<file path="config.mk">
export PLATFORM = sky130hd
export DESIGN_NAME = i2c_transfer_packet_decoder_unit
export DESIGN_NICKNAME = d
export VERILOG_FILES = /design/src/sv/i2ctpd_pkg.sv /design/src/sv/i2c_transfer_packet_decoder_unit.sv /design/src/sv/i2ctpd_cell.sv /design/src/sv/i2ctpd_chain.sv
export SDC_FILE = /design/constraint.sdc
export NUM_CORES = 1
export LEC_CHECK = 0
export ABC_AREA = 0
export BUFFER_PORTS_ARGS = -buffer_cell sky130_fd_sc_hd__buf_2
export CAP_MARGIN = 10
export CORE_MARGIN = 4
export CORE_UTILIZATION = 55
export CTS_CLUSTER_SIZE = 16
export DETAILED_ROUTE_END_ITERATION = 10
export PLACE_DENSITY = 0.83
export SLEW_MARGIN = 40
export SYNTH_ARGS = -nofsm -noshare
export SYNTH_HDL_FRONTEND = slang
export SYNTH_SLANG_ARGS = --single-unit
</file>
<file path="constraint.sdc">
create_clock -name clock -period 3.45 [get_ports clock]
set_input_delay 0 -clock clock [delete_from_list [all_inputs] [get_ports clock]]
set_output_delay 0 -clock clock [all_outputs]
set_load 0.01 [all_outputs]
</file>
<file path="src/sv/i2ctpd_pkg.sv">
// i2ctpd_pkg: shared types and constants for the i2c transfer packet decoder
// depends on nothing; used by every module of the block
`timescale 1ns / 1ps
`default_nettype none

package i2ctpd_pkg;

   localparam int DATA_DEPTH = 32;
   localparam int INDEX_W    = (DATA_DEPTH > 1) ? $clog2(DATA_DEPTH) : 1;
   localparam int COUNT_W    = $clog2(DATA_DEPTH + 1);

   localparam int BYTE_W   = 8;
   localparam int ADDR_W   = 10;
   localparam int FLAGS_W  = 8;
   localparam int INDEX8_W = 8;
   localparam int LENGTH_W = 6;

   localparam int FL_NACK       = 0;
   localparam int FL_ADDRERR    = 1;
   localparam int FL_TRUNC      = 2;
   localparam int FL_INCOMPLETE = 3;
   localparam int FL_RESTART    = 4;

   localparam logic [4:0]          TEN_BIT_PREFIX = 5'b11110;
   localparam logic [INDEX8_W-1:0] NACK_NONE      = 8'd255;

   localparam logic OP_BYTE = 1'b0;
   localparam logic OP_STOP = 1'b1;

   typedef enum logic [1:0] {
      PH_HEADER  = 2'd0,
      PH_LOWADDR = 2'd1,
      PH_DATA    = 2'd2
   } phase_type;

   typedef enum logic [1:0] {
      ST_RUN     = 2'd0,
      ST_SUMMARY = 2'd1,
      ST_DATA    = 2'd2
   } state_type;

   typedef struct packed {
      logic               write_en;
      logic [INDEX_W-1:0] write_index;
      logic               shift_en;
   } chain_ctrl_type;

endpackage

`default_nettype wire

</file>
<file path="src/sv/i2c_transfer_packet_decoder_unit.sv">
// i2c_transfer_packet_decoder_unit: top level, header parser, packet state and replay control
// depends on i2ctpd_pkg and i2ctpd_chain
//
// usage:
//   req channel carries one bus event per beat: a byte with its ack bit (op 0) or a
//   stop / repeated start condition with flags (op 1). rsp channel carries result beats.
//   a byte beat is absorbed and gives no result; req_ready stays high.
//   a stop beat while a transfer is active starts a run: the summary beat is offered on
//   the next cycle, then every stored data byte in arrival order, one beat per cycle
//   while rsp_ready is high. rsp_last marks the final beat of the run.
//   a stop when no transfer is active gives no result.
//   during a run req_ready is low; a run of N stored bytes gives a summary beat and N
//   data beats. the byte chain shifts one cell toward its head per delivered data beat.
//   when rsp_ready is low the current beat holds unchanged until taken.
//   reset (synchronous, active high) clears the transfer, the selected address and the
//   replay control; the byte cells are not cleared and only cells written in the
//   current transfer are ever read.
`timescale 1ns / 1ps
`default_nettype none

module i2c_transfer_packet_decoder_unit (
   input  wire logic                                 clock,
   input  wire logic                                 reset,
   input  wire logic                                 req_valid,
   output logic                                      req_ready,
   input  wire logic                                 req_op,
   input  wire logic [7:0]                           req_byte_value,
   input  wire logic                                 req_acknowledged,
   input  wire logic [7:0]                           req_stop_flags,
   output logic                                      rsp_valid,
   input  wire logic                                 rsp_ready,
   output logic                                      rsp_is_data,
   output logic      [9:0]                           rsp_address,
   output logic                                      rsp_read,
   output logic                                      rsp_ten_bit,
   output logic      [7:0]                           rsp_flags,
   output logic      [7:0]                           rsp_nack_index,
   output logic      [5:0]                           rsp_length,
   output logic      [7:0]                           rsp_data_byte,
   output logic                                      rsp_last
);

   localparam int CW = i2ctpd_pkg::COUNT_W;

   i2ctpd_pkg::state_type st_ff, st_in;
   i2ctpd_pkg::phase_type phase_ff, phase_in;

   logic                                  active_ff, active_in;
   logic [i2ctpd_pkg::ADDR_W-1:0]         addr_ff, addr_in;
   logic                                  read_ff, read_in;
   logic                                  ten_ff, ten_in;
   logic [i2ctpd_pkg::FLAGS_W-1:0]        flags_ff, flags_in;
   logic [i2ctpd_pkg::INDEX8_W-1:0]       nack_ff, nack_in;
   logic [CW-1:0]                         count_ff, count_in;
   logic [CW-1:0]                         pos_ff, pos_in;
   logic [i2ctpd_pkg::ADDR_W-1:0]         sel_addr_ff, sel_addr_in;
   logic                                  sel_valid_ff, sel_valid_in;

   logic                                  req_fire;
   logic                                  rsp_fire;
   logic                                  stop_run;
   logic                                  run_done;
   logic                                  pos_is_last;
   logic [i2ctpd_pkg::BYTE_W-1:0]         head;
   i2ctpd_pkg::chain_ctrl_type            chain_ctrl;

   assign req_fire    = req_valid && req_ready;
   assign rsp_fire    = rsp_valid && rsp_ready;
   assign stop_run    = req_fire && (req_op == i2ctpd_pkg::OP_STOP) && active_ff;
   assign pos_is_last = ((pos_ff + CW'(1)) == count_ff);
   assign run_done    = rsp_fire &&
                        (((st_ff == i2ctpd_pkg::ST_SUMMARY) && (count_ff == '0)) ||
                         ((st_ff == i2ctpd_pkg::ST_DATA) && pos_is_last));

   // next state
   always_comb begin
      st_in = st_ff;
      case (st_ff)
         i2ctpd_pkg::ST_RUN: begin
            if (stop_run) begin
               st_in = i2ctpd_pkg::ST_SUMMARY;
            end
         end
         i2ctpd_pkg::ST_SUMMARY: begin
            if (rsp_fire) begin
               st_in = (count_ff == '0) ? i2ctpd_pkg::ST_RUN : i2ctpd_pkg::ST_DATA;
            end
         end
         i2ctpd_pkg::ST_DATA: begin
            if (rsp_fire && pos_is_last) begin
               st_in = i2ctpd_pkg::ST_RUN;
            end
         end
         default: begin
            st_in = i2ctpd_pkg::ST_RUN;
         end
      endcase
   end

   // handshake outputs
   always_comb begin
      req_ready   = 1'b0;
      rsp_valid   = 1'b0;
      rsp_is_data = 1'b0;
      case (st_ff)
         i2ctpd_pkg::ST_RUN: begin
            req_ready = 1'b1;
         end
         i2ctpd_pkg::ST_SUMMARY: begin
            rsp_valid = 1'b1;
         end
         i2ctpd_pkg::ST_DATA: begin
            rsp_valid   = 1'b1;
            rsp_is_data = 1'b1;
         end
         default: begin
            req_ready = 1'b0;
         end
      endcase
   end

   assign rsp_address    = addr_ff;
   assign rsp_read       = read_ff;
   assign rsp_ten_bit    = ten_ff;
   assign rsp_flags      = flags_ff;
   assign rsp_nack_index = nack_ff;
   assign rsp_length     = i2ctpd_pkg::LENGTH_W'(count_ff);
   assign rsp_data_byte  = rsp_is_data ? head : '0;
   assign rsp_last       = (st_ff == i2ctpd_pkg::ST_SUMMARY) ? (count_ff == '0) : pos_is_last;

   // packet datapath
   always_comb begin
      logic [i2ctpd_pkg::INDEX8_W-1:0] idx;
      logic                            is_ten;

      phase_in     = phase_ff;
      active_in    = active_ff;
      addr_in      = addr_ff;
      read_in      = read_ff;
      ten_in       = ten_ff;
      flags_in     = flags_ff;
      nack_in      = nack_ff;
      count_in     = count_ff;
      pos_in       = pos_ff;
      sel_addr_in  = sel_addr_ff;
      sel_valid_in = sel_valid_ff;
      chain_ctrl   = '0;
      idx          = '0;
      is_ten       = (req_byte_value[7:3] == i2ctpd_pkg::TEN_BIT_PREFIX);

      if (req_fire && (req_op == i2ctpd_pkg::OP_BYTE)) begin
         case (phase_ff)
            i2ctpd_pkg::PH_HEADER: begin
               active_in = 1'b1;
               read_in   = req_byte_value[0];
               ten_in    = is_ten;
               if (is_ten) begin
                  addr_in = {req_byte_value[2:1], 8'b0};
                  if (req_byte_value[0]) begin
                     if (sel_valid_ff && (sel_addr_ff[9:8] == req_byte_value[2:1])) begin
                        addr_in = sel_addr_ff;
                     end else begin
                        flags_in[i2ctpd_pkg::FL_ADDRERR] = 1'b1;
                     end
                     phase_in = i2ctpd_pkg::PH_DATA;
                  end else begin
                     sel_valid_in = 1'b0;
                     phase_in     = i2ctpd_pkg::PH_LOWADDR;
                  end
               end else begin
                  addr_in      = {3'b0, req_byte_value[7:1]};
                  sel_valid_in = 1'b0;
                  phase_in     = i2ctpd_pkg::PH_DATA;
               end
            end
            i2ctpd_pkg::PH_LOWADDR: begin
               addr_in      = addr_ff | {2'b0, req_byte_value};
               phase_in     = i2ctpd_pkg::PH_DATA;
               sel_valid_in = req_acknowledged && !flags_ff[i2ctpd_pkg::FL_NACK];
               sel_addr_in  = addr_ff | {2'b0, req_byte_value};
            end
            default: begin
               if (count_ff < CW'(i2ctpd_pkg::DATA_DEPTH)) begin
                  chain_ctrl.write_en    = 1'b1;
                  chain_ctrl.write_index = count_ff[i2ctpd_pkg::INDEX_W-1:0];
                  count_in               = count_ff + CW'(1);
                  idx                    = i2ctpd_pkg::INDEX8_W'(count_ff + CW'(1));
               end else begin
                  flags_in[i2ctpd_pkg::FL_TRUNC] = 1'b1;
                  idx                            = i2ctpd_pkg::NACK_NONE;
               end
            end
         endcase
         if (!req_acknowledged) begin
            if (!flags_ff[i2ctpd_pkg::FL_NACK]) begin
               nack_in = idx;
            end
            flags_in[i2ctpd_pkg::FL_NACK] = 1'b1;
         end
      end

      if (req_fire && (req_op == i2ctpd_pkg::OP_STOP)) begin
         if (active_ff) begin
            flags_in = flags_ff | req_stop_flags;
            if (phase_ff == i2ctpd_pkg::PH_LOWADDR) begin
               flags_in[i2ctpd_pkg::FL_INCOMPLETE] = 1'b1;
            end
            pos_in = '0;
         end
         if (!req_stop_flags[i2ctpd_pkg::FL_RESTART]) begin
            sel_valid_in = 1'b0;
         end
      end

      if (rsp_fire && (st_ff == i2ctpd_pkg::ST_DATA)) begin
         chain_ctrl.shift_en = 1'b1;
         pos_in              = pos_ff + CW'(1);
      end

      if (run_done) begin
         phase_in  = i2ctpd_pkg::PH_HEADER;
         active_in = 1'b0;
         addr_in   = '0;
         read_in   = 1'b0;
         ten_in    = 1'b0;
         flags_in  = '0;
         nack_in   = i2ctpd_pkg::NACK_NONE;
         count_in  = '0;
         pos_in    = '0;
      end
   end

   always_ff @(posedge clock) begin
      if (reset) begin
         st_ff        <= i2ctpd_pkg::ST_RUN;
         phase_ff     <= i2ctpd_pkg::PH_HEADER;
         active_ff    <= 1'b0;
         addr_ff      <= '0;
         read_ff      <= 1'b0;
         ten_ff       <= 1'b0;
         flags_ff     <= '0;
         nack_ff      <= i2ctpd_pkg::NACK_NONE;
         count_ff     <= '0;
         pos_ff       <= '0;
         sel_addr_ff  <= '0;
         sel_valid_ff <= 1'b0;
      end else begin
         st_ff        <= st_in;
         phase_ff     <= phase_in;
         active_ff    <= active_in;
         addr_ff      <= addr_in;
         read_ff      <= read_in;
         ten_ff       <= ten_in;
         flags_ff     <= flags_in;
         nack_ff      <= nack_in;
         count_ff     <= count_in;
         pos_ff       <= pos_in;
         sel_addr_ff  <= sel_addr_in;
         sel_valid_ff <= sel_valid_in;
      end
   end

   i2ctpd_chain u_chain (
      .clock      (clock),
      .ctrl       (chain_ctrl),
      .write_data (req_byte_value),
      .head       (head)
   );

   a_run_blocks_input: assert property (@(posedge clock) disable iff (reset)
      rsp_valid |-> !req_ready)
      else $error("input accepted during a run");

   a_count_bound: assert property (@(posedge clock) disable iff (reset)
      count_ff <= CW'(i2ctpd_pkg::DATA_DEPTH))
      else $error("stored count beyond depth");

   a_pos_in_range: assert property (@(posedge clock) disable iff (reset)
      (st_ff == i2ctpd_pkg::ST_DATA) |-> (pos_ff < count_ff))
      else $error("replay position beyond stored count");

   a_stop_starts_run: assert property (@(posedge clock) disable iff (reset)
      stop_run |=> (rsp_valid && !rsp_is_data))
      else $error("stop on active transfer gave no summary beat");

   a_run_end_clears: assert property (@(posedge clock) disable iff (reset)
      run_done |=> (!active_ff && (count_ff == '0) && req_ready))
      else $error("transfer not cleared after run");

endmodule

`default_nettype wire

</file>
<file path="src/sv/i2ctpd_cell.sv">
// i2ctpd_cell: one byte cell of the data chain, loads directly or takes its neighbor
// depends on i2ctpd_pkg
`timescale 1ns / 1ps
`default_nettype none

module i2ctpd_cell (
   input  wire logic                            clock,
   input  wire logic                            load_en,
   input  wire logic [i2ctpd_pkg::BYTE_W-1:0]   load_data,
   input  wire logic                            shift_en,
   input  wire logic [i2ctpd_pkg::BYTE_W-1:0]   shift_in,
   output logic      [i2ctpd_pkg::BYTE_W-1:0]   value
);

   logic [i2ctpd_pkg::BYTE_W-1:0] value_ff;
   logic [i2ctpd_pkg::BYTE_W-1:0] value_in;

   always_comb begin
      if (load_en) begin
         value_in = load_data;
      end else if (shift_en) begin
         value_in = shift_in;
      end else begin
         value_in = value_ff;
      end
   end

   always_ff @(posedge clock) begin
      value_ff <= value_in;
   end

   assign value = value_ff;

endmodule

`default_nettype wire

</file>
<file path="src/sv/i2ctpd_chain.sv">
// i2ctpd_chain: row of byte cells; writes at an index, replays by shifting toward cell 0
// depends on i2ctpd_pkg and i2ctpd_cell
`timescale 1ns / 1ps
`default_nettype none

module i2ctpd_chain (
   input  wire logic                               clock,
   input  wire i2ctpd_pkg::chain_ctrl_type         ctrl,
   input  wire logic [i2ctpd_pkg::BYTE_W-1:0]      write_data,
   output logic      [i2ctpd_pkg::BYTE_W-1:0]      head
);

   logic [i2ctpd_pkg::BYTE_W-1:0] cell_value [i2ctpd_pkg::DATA_DEPTH];

   for (genvar i = 0; i < i2ctpd_pkg::DATA_DEPTH; i++) begin : g_cell
      logic                          load_en;
      logic [i2ctpd_pkg::BYTE_W-1:0] shift_in;

      assign load_en = ctrl.write_en &&
                       (ctrl.write_index == i2ctpd_pkg::INDEX_W'(i));

      if (i == i2ctpd_pkg::DATA_DEPTH - 1) begin : g_tail
         assign shift_in = '0;
      end else begin : g_body
         assign shift_in = cell_value[i+1];
      end

      i2ctpd_cell u_cell (
         .clock     (clock),
         .load_en   (load_en),
         .load_data (write_data),
         .shift_en  (ctrl.shift_en),
         .shift_in  (shift_in),
         .value     (cell_value[i])
      );
   end

   assign head = cell_value[0];

endmodule

`default_nettype wire

</file>
==> results.toml, run 1 <==
[route]
drt_iter0_drc = 928
firstDrtPassIters = 5
vias = 8644
wire_per_inst_um = 20.54
wirelength_um = 29650
via_per_inst = 5.986
drc = 0
antenna_left = 0

[timing]
min_period_ns = 3.200
fin_setup_tns_ns = 0
rsz0062_at_grt = "no"
fmax_mhz = 312.5
setup_viol_count_final = 0
postLayoutSetupSlackWorst_ns = 0.2497
fin_crit_sh_pct = 92.76
hold_viol_final = 0
slew_viol_final = 0
worstMarginPinSlew_ns = 0.8056
skew_ns = 0.01415
max_slew_margin_pct = 46.30

[finish]
antennaDiodeCount = 0
drive_above_1_share_pct = 37.43
syn_to_final_growth_pct = 13.82
nNetsFinal = 1120
nFillCells = 1771
design_area_mm2 = 0.01611
post-route-util_pct = 63.81

[logic_synthesis]
ys_seq_area_share_pct = 62.22
syn-instance-count = 1006
synth_edf_count = 256
ys.flop_type = "edfxtp_1"
syn_avg_cell_area_um2 = 14.07
synth_area_mm2 = 0.01416
ys_ff_latch = 312
synth_nets = 1036
ys_warn_count = 0
async_reset_ff_share_pct = 0
synth.distinct_cells = 64

[floorplanning]
initial_core_util_pct = 56.06
core_area_mm2 = 0.02525
die-area_mm2 = 0.02837
row_count = 58
die_h_um = 168.4
ioPinCount = 68
die_width_um = 168.4

[pwr]
irDropWorstVdd_mv = 0.5362
p_switching_mw = 1.705
power_leakage_nw = 5.711
power.internal_mw = 6.320
total_power_mw = 8.025
sw_frac_of_total_pct = 21.24
powerDensity_mw_per_mm2 = 498.0
p_clk_share_pct = 43.8
power_frac_seq_pct = 51.0
power_frac_comb_pct = 5.2

[worst_hold_path]
hp-class = "in -> reg"

[setup_path]
worstPathRequired_ns = 3.94
crit_arrival_ns = 3.69
critPathCaptureType = "register"
worstPathMaxFanout = 14
critical_path.startpoint_type = "register"
r2r_setup_slack_ns = 0.25
critPathKind = "reg -> reg"

[clock_network]
cts.path.max_buffers = 3
clk_pin_slew_worst_paths_ns = 0.06
cts_made_buffers = 31
root_buffer = "clkbuf_16"
cts_tree = "done"
postCtsSetupBuffers = 0
htreeDepth = 1
clock_sinks = 312
clkLatencyLatePin_ns = 0.55

[place]
gp_congestion = 0.8051
placed_area_mm2 = 0.01488
io_buffers = 67
dpl_worst_slack_ns = 0.5981
detailed_place_hpwl_um = 18230

[flow_run]
cap_violations = 0

[grt]
first_global_vias = 8826
antenna_found_initial = 0
gr-total-overflow = 0
grt_max_degree = 41
grt_usage_pct = 20.66
grt_pass1_wl_um = 47530

[outcome]
outcome = "finished, final reports clean"
## routing by layer
layer | track usage (%) | vias to the layer above | wire, µm
li1 | - | 3939 | -
met1 | 27.16 | 4299 | 12250
met2 | 35.48 | 354 | 14550
met3 | 4.062 | 52 | 2190
met4 | 5.258 | 0 | 658
met5 | 0 | - | 0
## placed cells by master, fill, tap and decap left out, types with 16 or more instances in the layout
master	netlist	final
nor2_1	40	39
o21ai_0	41	41
buf_2	14	65
dfxtp_1	56	56
nand2_1	63	63
mux2_2	228	228
nor3_1	26	26
buf_4	3	37
edfxtp_1	256	256
clkbuf_16	0	31
a21oi_1	35	35
and2_1	19	19
dlygate4sd3_1	0	16
## kinds of logic after synthesis
kind of cell / count (synthesis) / synth area share, %
adder cells (fa/ha/maj): 8 / 0.7071
multiplexers: 237 / 18.92
buffers and inverters: 81 / 2.572
AND/OR/NAND/NOR: 232 / 9.359
flip-flops: 312 / 62.22
AO/OA/AOI/OAI: 121 / 5.294
XOR/XNOR: 15 / 0.9280
## critical path, stage by stage, from the launching register on
cell	delay, ns
dfxtp_1	0.33
inv_1	0.13
ha_1	0.28
nor4bb_1	0.43
buf_4	0.24
nand2_1	0.35
nor2_2	0.50
nand4_1	0.17
a21oi_1	0.15
dlygate4sd3_1	0.56
## cells in the mapped netlist, types with 4 or more instances
cell / number / area (µm²)
a21oi_1: 35 / 175.2
buf_6: 4 / 45.04
clkbuf_1: 44 / 165.2
edfxtp_1: 256 / 7687
o22ai_1: 4 / 25.02
o21ai_0: 41 / 205.2
a211o_1: 9 / 78.83
a31oi_1: 4 / 25.02
o221ai_1: 4 / 35.03
nor3b_1: 4 / 30.03
nor3_1: 26 / 130.1
xor2_1: 7 / 61.31
mux2_2: 228 / 2567
nand2b_1: 5 / 31.28
ha_1: 8 / 100.1
nor2_8: 7 / 140.1
and3_1: 7 / 43.79
xnor2_1: 8 / 70.07
nor2_1: 40 / 150.1
inv_1: 11 / 41.29
a211oi_1: 6 / 45.04
and2_1: 19 / 118.9
nor2_2: 11 / 68.82
nand3_1: 15 / 75.07
dfxtp_1: 56 / 1121
nand3b_1: 5 / 37.54
buf_2: 14 / 70.07
mux2_1: 5 / 56.30
nand4_1: 4 / 25.02
nand2_1: 63 / 236.5
## metrics by stage
stage	hold WS [ns]	instances
after floorplan	0.07847	1006
after global placement	0.2229	1371
after detailed placement	0.2360	1371
after CTS	0.01102	1443
after global routing	0.06548	1444
final	0.04199	1444
## sequential cells by signal (all words and copies together), names as in the netlist
| register | cells |
|---|---|
| sel_addr_ff | 10 |
| sel_valid_ff | 1 |
| st_ff | 2 |
| rsp_address | 10 |
| rsp_flags | 8 |
| rsp_ten_bit | 1 |
| rsp_read | 1 |
| u_chain.g_cell.u_cell.value | 256 |
| phase_ff | 2 |
| pos_ff | 6 |
| active_ff | 1 |
| rsp_nack_index | 8 |
| rsp_length | 6 |
## power groups by stage
stage | registers, mW | logic [mW] | clock network [mW]
final | 4.09 | 0.417 | 3.51
after global placement | 4.17 | 0.379 | 0
after CTS | 4.09 | 0.409 | 3.56
after floorplan | 4.17 | 0.240 | 0
after global routing | 4.10 | 0.451 | 3.72
after detailed placement | 4.17 | 0.391 | 0
## final cells by class
class / instances / area, µm² / share of cell area [%]
flip-flops and latches: 312 / 8808 / 54.66
multi-input cells: 613 / 4992 / 30.98
clock buffers: 37 / 808.3 / 5.016
repair buffers: 119 / 783.3 / 4.861
well taps: 330 / 412.9 / 2.562
clock inverters: 20 / 260.3 / 1.615
inverters: 13 / 48.80 / 0.3028
## repair_timing
item                                    4_1_cts  5_1_grt
endpoints found under the setup margin        0        1
hold buffers                                 15        1
hold endpoints to repair                     21        1
gates resized for setup                       0        1
## path summary, 6_finish.rpt
path | start | to | depth (start not counted)
setup reg to reg | st_ff[0] | rsp_flags[1] | 9
hold reg to reg | rsp_nack_index[6] | rsp_nack_index[6] | 1
setup / recovery | st_ff[0] | rsp_flags[1] | 9
hold / removal | rsp_ready | pos_ff[3] | 4
(Power assumes the default switching activity.)
==> run 2, diff against run 1 <==
Settings changed: BUFFER_PORTS_ARGS -buffer_cell sky130_fd_sc_hd__buf_2 to not set, DONT_BUFFER_PORTS set to 1, PLACE_DENSITY 0.83 to 0.8, SYNTH_HIERARCHICAL set to 1.
==> results.toml, run 2 <==
[timing]
postLayoutSetupSlackWorst_ns = 0.2045
setup_viol_count_final = 0
fmax_mhz = 308.1
max_slew_margin_pct = 49.48
hold_viol_final = 0
min_period_ns = 3.246
rsz0062_at_grt = "yes"
slew_viol_final = 0
fin_crit_sh_pct = 94.07
skew_ns = 0.02569
worstMarginPinSlew_ns = 0.7554
fin_setup_tns_ns = 0

[place]
detailed_place_hpwl_um = 18420
gp_congestion = 0.8453
dpl_worst_slack_ns = 0.09038
io_buffers = 0
placed_area_mm2 = 0.01569
dpl.cell_count = 1357

[logic_synthesis]
async_reset_ff_share_pct = 0
synth_area_mm2 = 0.01549
ys_warn_count = 6
synth.top_cell.area_share_pct = 49.64
ys_seq_area_share_pct = 56.88
synth_area_leaders = "edfxtp_1 (50%), mux2_4 (25%), dfxtp_1 (7.2%), buf_6 (2.7%), nor2_1 (1.6%)"
syn-instance-count = 1001
synth_edf_count = 256
ys_ff_latch = 312
ys.flop_type = "edfxtp_1"
syn_avg_cell_area_um2 = 15.47
synth_top_area_cell = "edfxtp_1"
synth.distinct_cells = 61
synthTopCellsByCount = "edfxtp_1 (256), mux2_4 (256), nor2_1 (64)"

[floorplanning]
ioPinCount = 68
row_count = 61
die-area_mm2 = 0.03091
die_h_um = 175.8
initial_core_util_pct = 55.74
die_width_um = 175.8
core_area_mm2 = 0.02778

[finish]
design_area_mm2 = 0.01718
nNetsFinal = 1083
syn_to_final_growth_pct = 10.91
stdcell_count = 1460
largest_register_ffs = 256
drive_above_1_share_pct = 34.60
final_cell_mix = "mux2_4 (256), edfxtp_1 (256), dfxtp_1 (56), nor2_1 (53), nor3_1 (43)"
nFillCells = 1960

[setup_path]
critPathKind = "reg -> reg"
critPathCaptureType = "register"
crit_arrival_ns = 3.46
critical_path.startpoint_type = "register"
worstPathMaxFanout = 15
worstPathRequired_ns = 3.66

[worst_hold_path]
hp-class = "in -> reg"

[route]
vias = 8655
wire_per_inst_um = 22.85
wirelength_um = 33360
antenna_left = 0
via_per_inst = 5.928
drc = 0
drt_iter0_drc = 1173
firstDrtPassIters = 5

[clock_network]
cts_tree = "done"
cts_made_buffers = 31
postCtsSetupBuffers = 0
clock_sinks = 312
clkLatencyLatePin_ns = 0.56
cts.path.max_buffers = 3
htreeDepth = 1
clk_pin_slew_worst_paths_ns = 0.06
root_buffer = "clkbuf_16"

[grt]
grt_pass1_wl_um = 51580
first_global_vias = 8781
antenna_found_initial = 6
grt_usage_pct = 21.32
grt_max_degree = 40
gr-total-overflow = 0

[pwr]
irDropWorstVdd_mv = 0.3673
powerDensity_mw_per_mm2 = 448.4
power_leakage_nw = 6.209

[flow_run]
cap_violations = 0

[outcome]
outcome = "finished, final reports clean"
-- run 2: cell count changes in the layout (fill, tap and decap cells not counted), sizes merged, moves of 8 or more --
cell,change
conb,+8
or2,+36
clkbuf,+9
o21ai,-30
dlygate4sd3,+17
mux2,+23
nand2,-43
a211o,-8
nor3,+23
buf,-62
-- run 2: final timing paths --
check	startpoint	slack, ns	to	cells past startpoint
worst max-delay path	st_ff[1]	0.20	u_chain/g_cell[29].u_cell/value[0]	9
worst max register to register	st_ff[1]	0.20	u_chain/g_cell[29].u_cell/value[0]	9
worst min-delay path	req_byte_value[3]	0.03	rsp_address[6]	4
worst min register to register	sel_addr_ff[9]	0.48	sel_addr_ff[9]	2
-- run 2: repair_timing --
| item | in CTS | in global routing |
|---|---|---|
| hold endpoints to repair | 303 | 0 |
| hold buffers | 41 | 0 |
| gates resized for setup | 0 | 1 |
| setup endpoints to repair | 0 | 44 |
-- run 2: cells by family after synthesis --
| logic type | Yosys count | share of synthesized area [%] |
|---|---|---|
| adder cells (fa/ha/maj) | 8 | 0.6464 |
| buffers and inverters | 73 | 3.805 |
| flip-flops | 312 | 56.88 |
| XOR/XNOR | 15 | 0.9372 |
| other | 1 | 0.02422 |
| AO/OA/AOI/OAI | 74 | 2.989 |
| multiplexers | 265 | 25.43 |
| AND/OR/NAND/NOR | 253 | 9.291 |
-- run 2: layout make-up --
class	count	area [µm²]	share of cell area, %
multi-input cells	623	6147	35.79
flip-flops and latches	312	8808	51.29
clock buffers	46	862.1	5.019
inverters	11	41.29	0.2404
well taps	378	473.0	2.754
repair buffers	74	745.7	4.342
clock inverters	12	87.58	0.5099
diodes	4	10.01	0.05828
-- run 2: layer usage --
| metal | wire, µm | global-route usage [%] |
|---|---|---|
| met2 | 16330 | 36.20 |
| met1 | 13850 | 28.53 |
| met4 | 589 | 4.743 |
| met3 | 2549 | 4.434 |
| met5 | 47 | 0 |
-- run 2: critical path, cell delays in order (launching register included) --
cell      delay, ns
dfxtp_1        0.32
inv_1          0.13
ha_1           0.19
nand4b_1       0.24
nor2_1         0.16
buf_4          0.22
and2_1         0.29
nand4_1        0.36
nor2_2         0.59
or2_1          0.39
-- run 2: power by group --
part           switching, mW  total [mW]  internal (mW)
Clock                   1.37        3.17           1.80
Sequential            0.0471        4.11           4.06
Combinational          0.258       0.422          0.164
Total                   1.68        7.70           6.02
-- run 2: stage by stage --
stage                     power (mW)  hold WS [ns]  util, %
final                          7.701       0.02577    61.82
after global routing           7.962       0.07658    61.82
after CTS                      7.721     0.0005758    61.68
after detailed placement       4.462       0.07450    56.47
after global placement         4.454       0.07321    56.46
after floorplan                4.405        0.1742        -
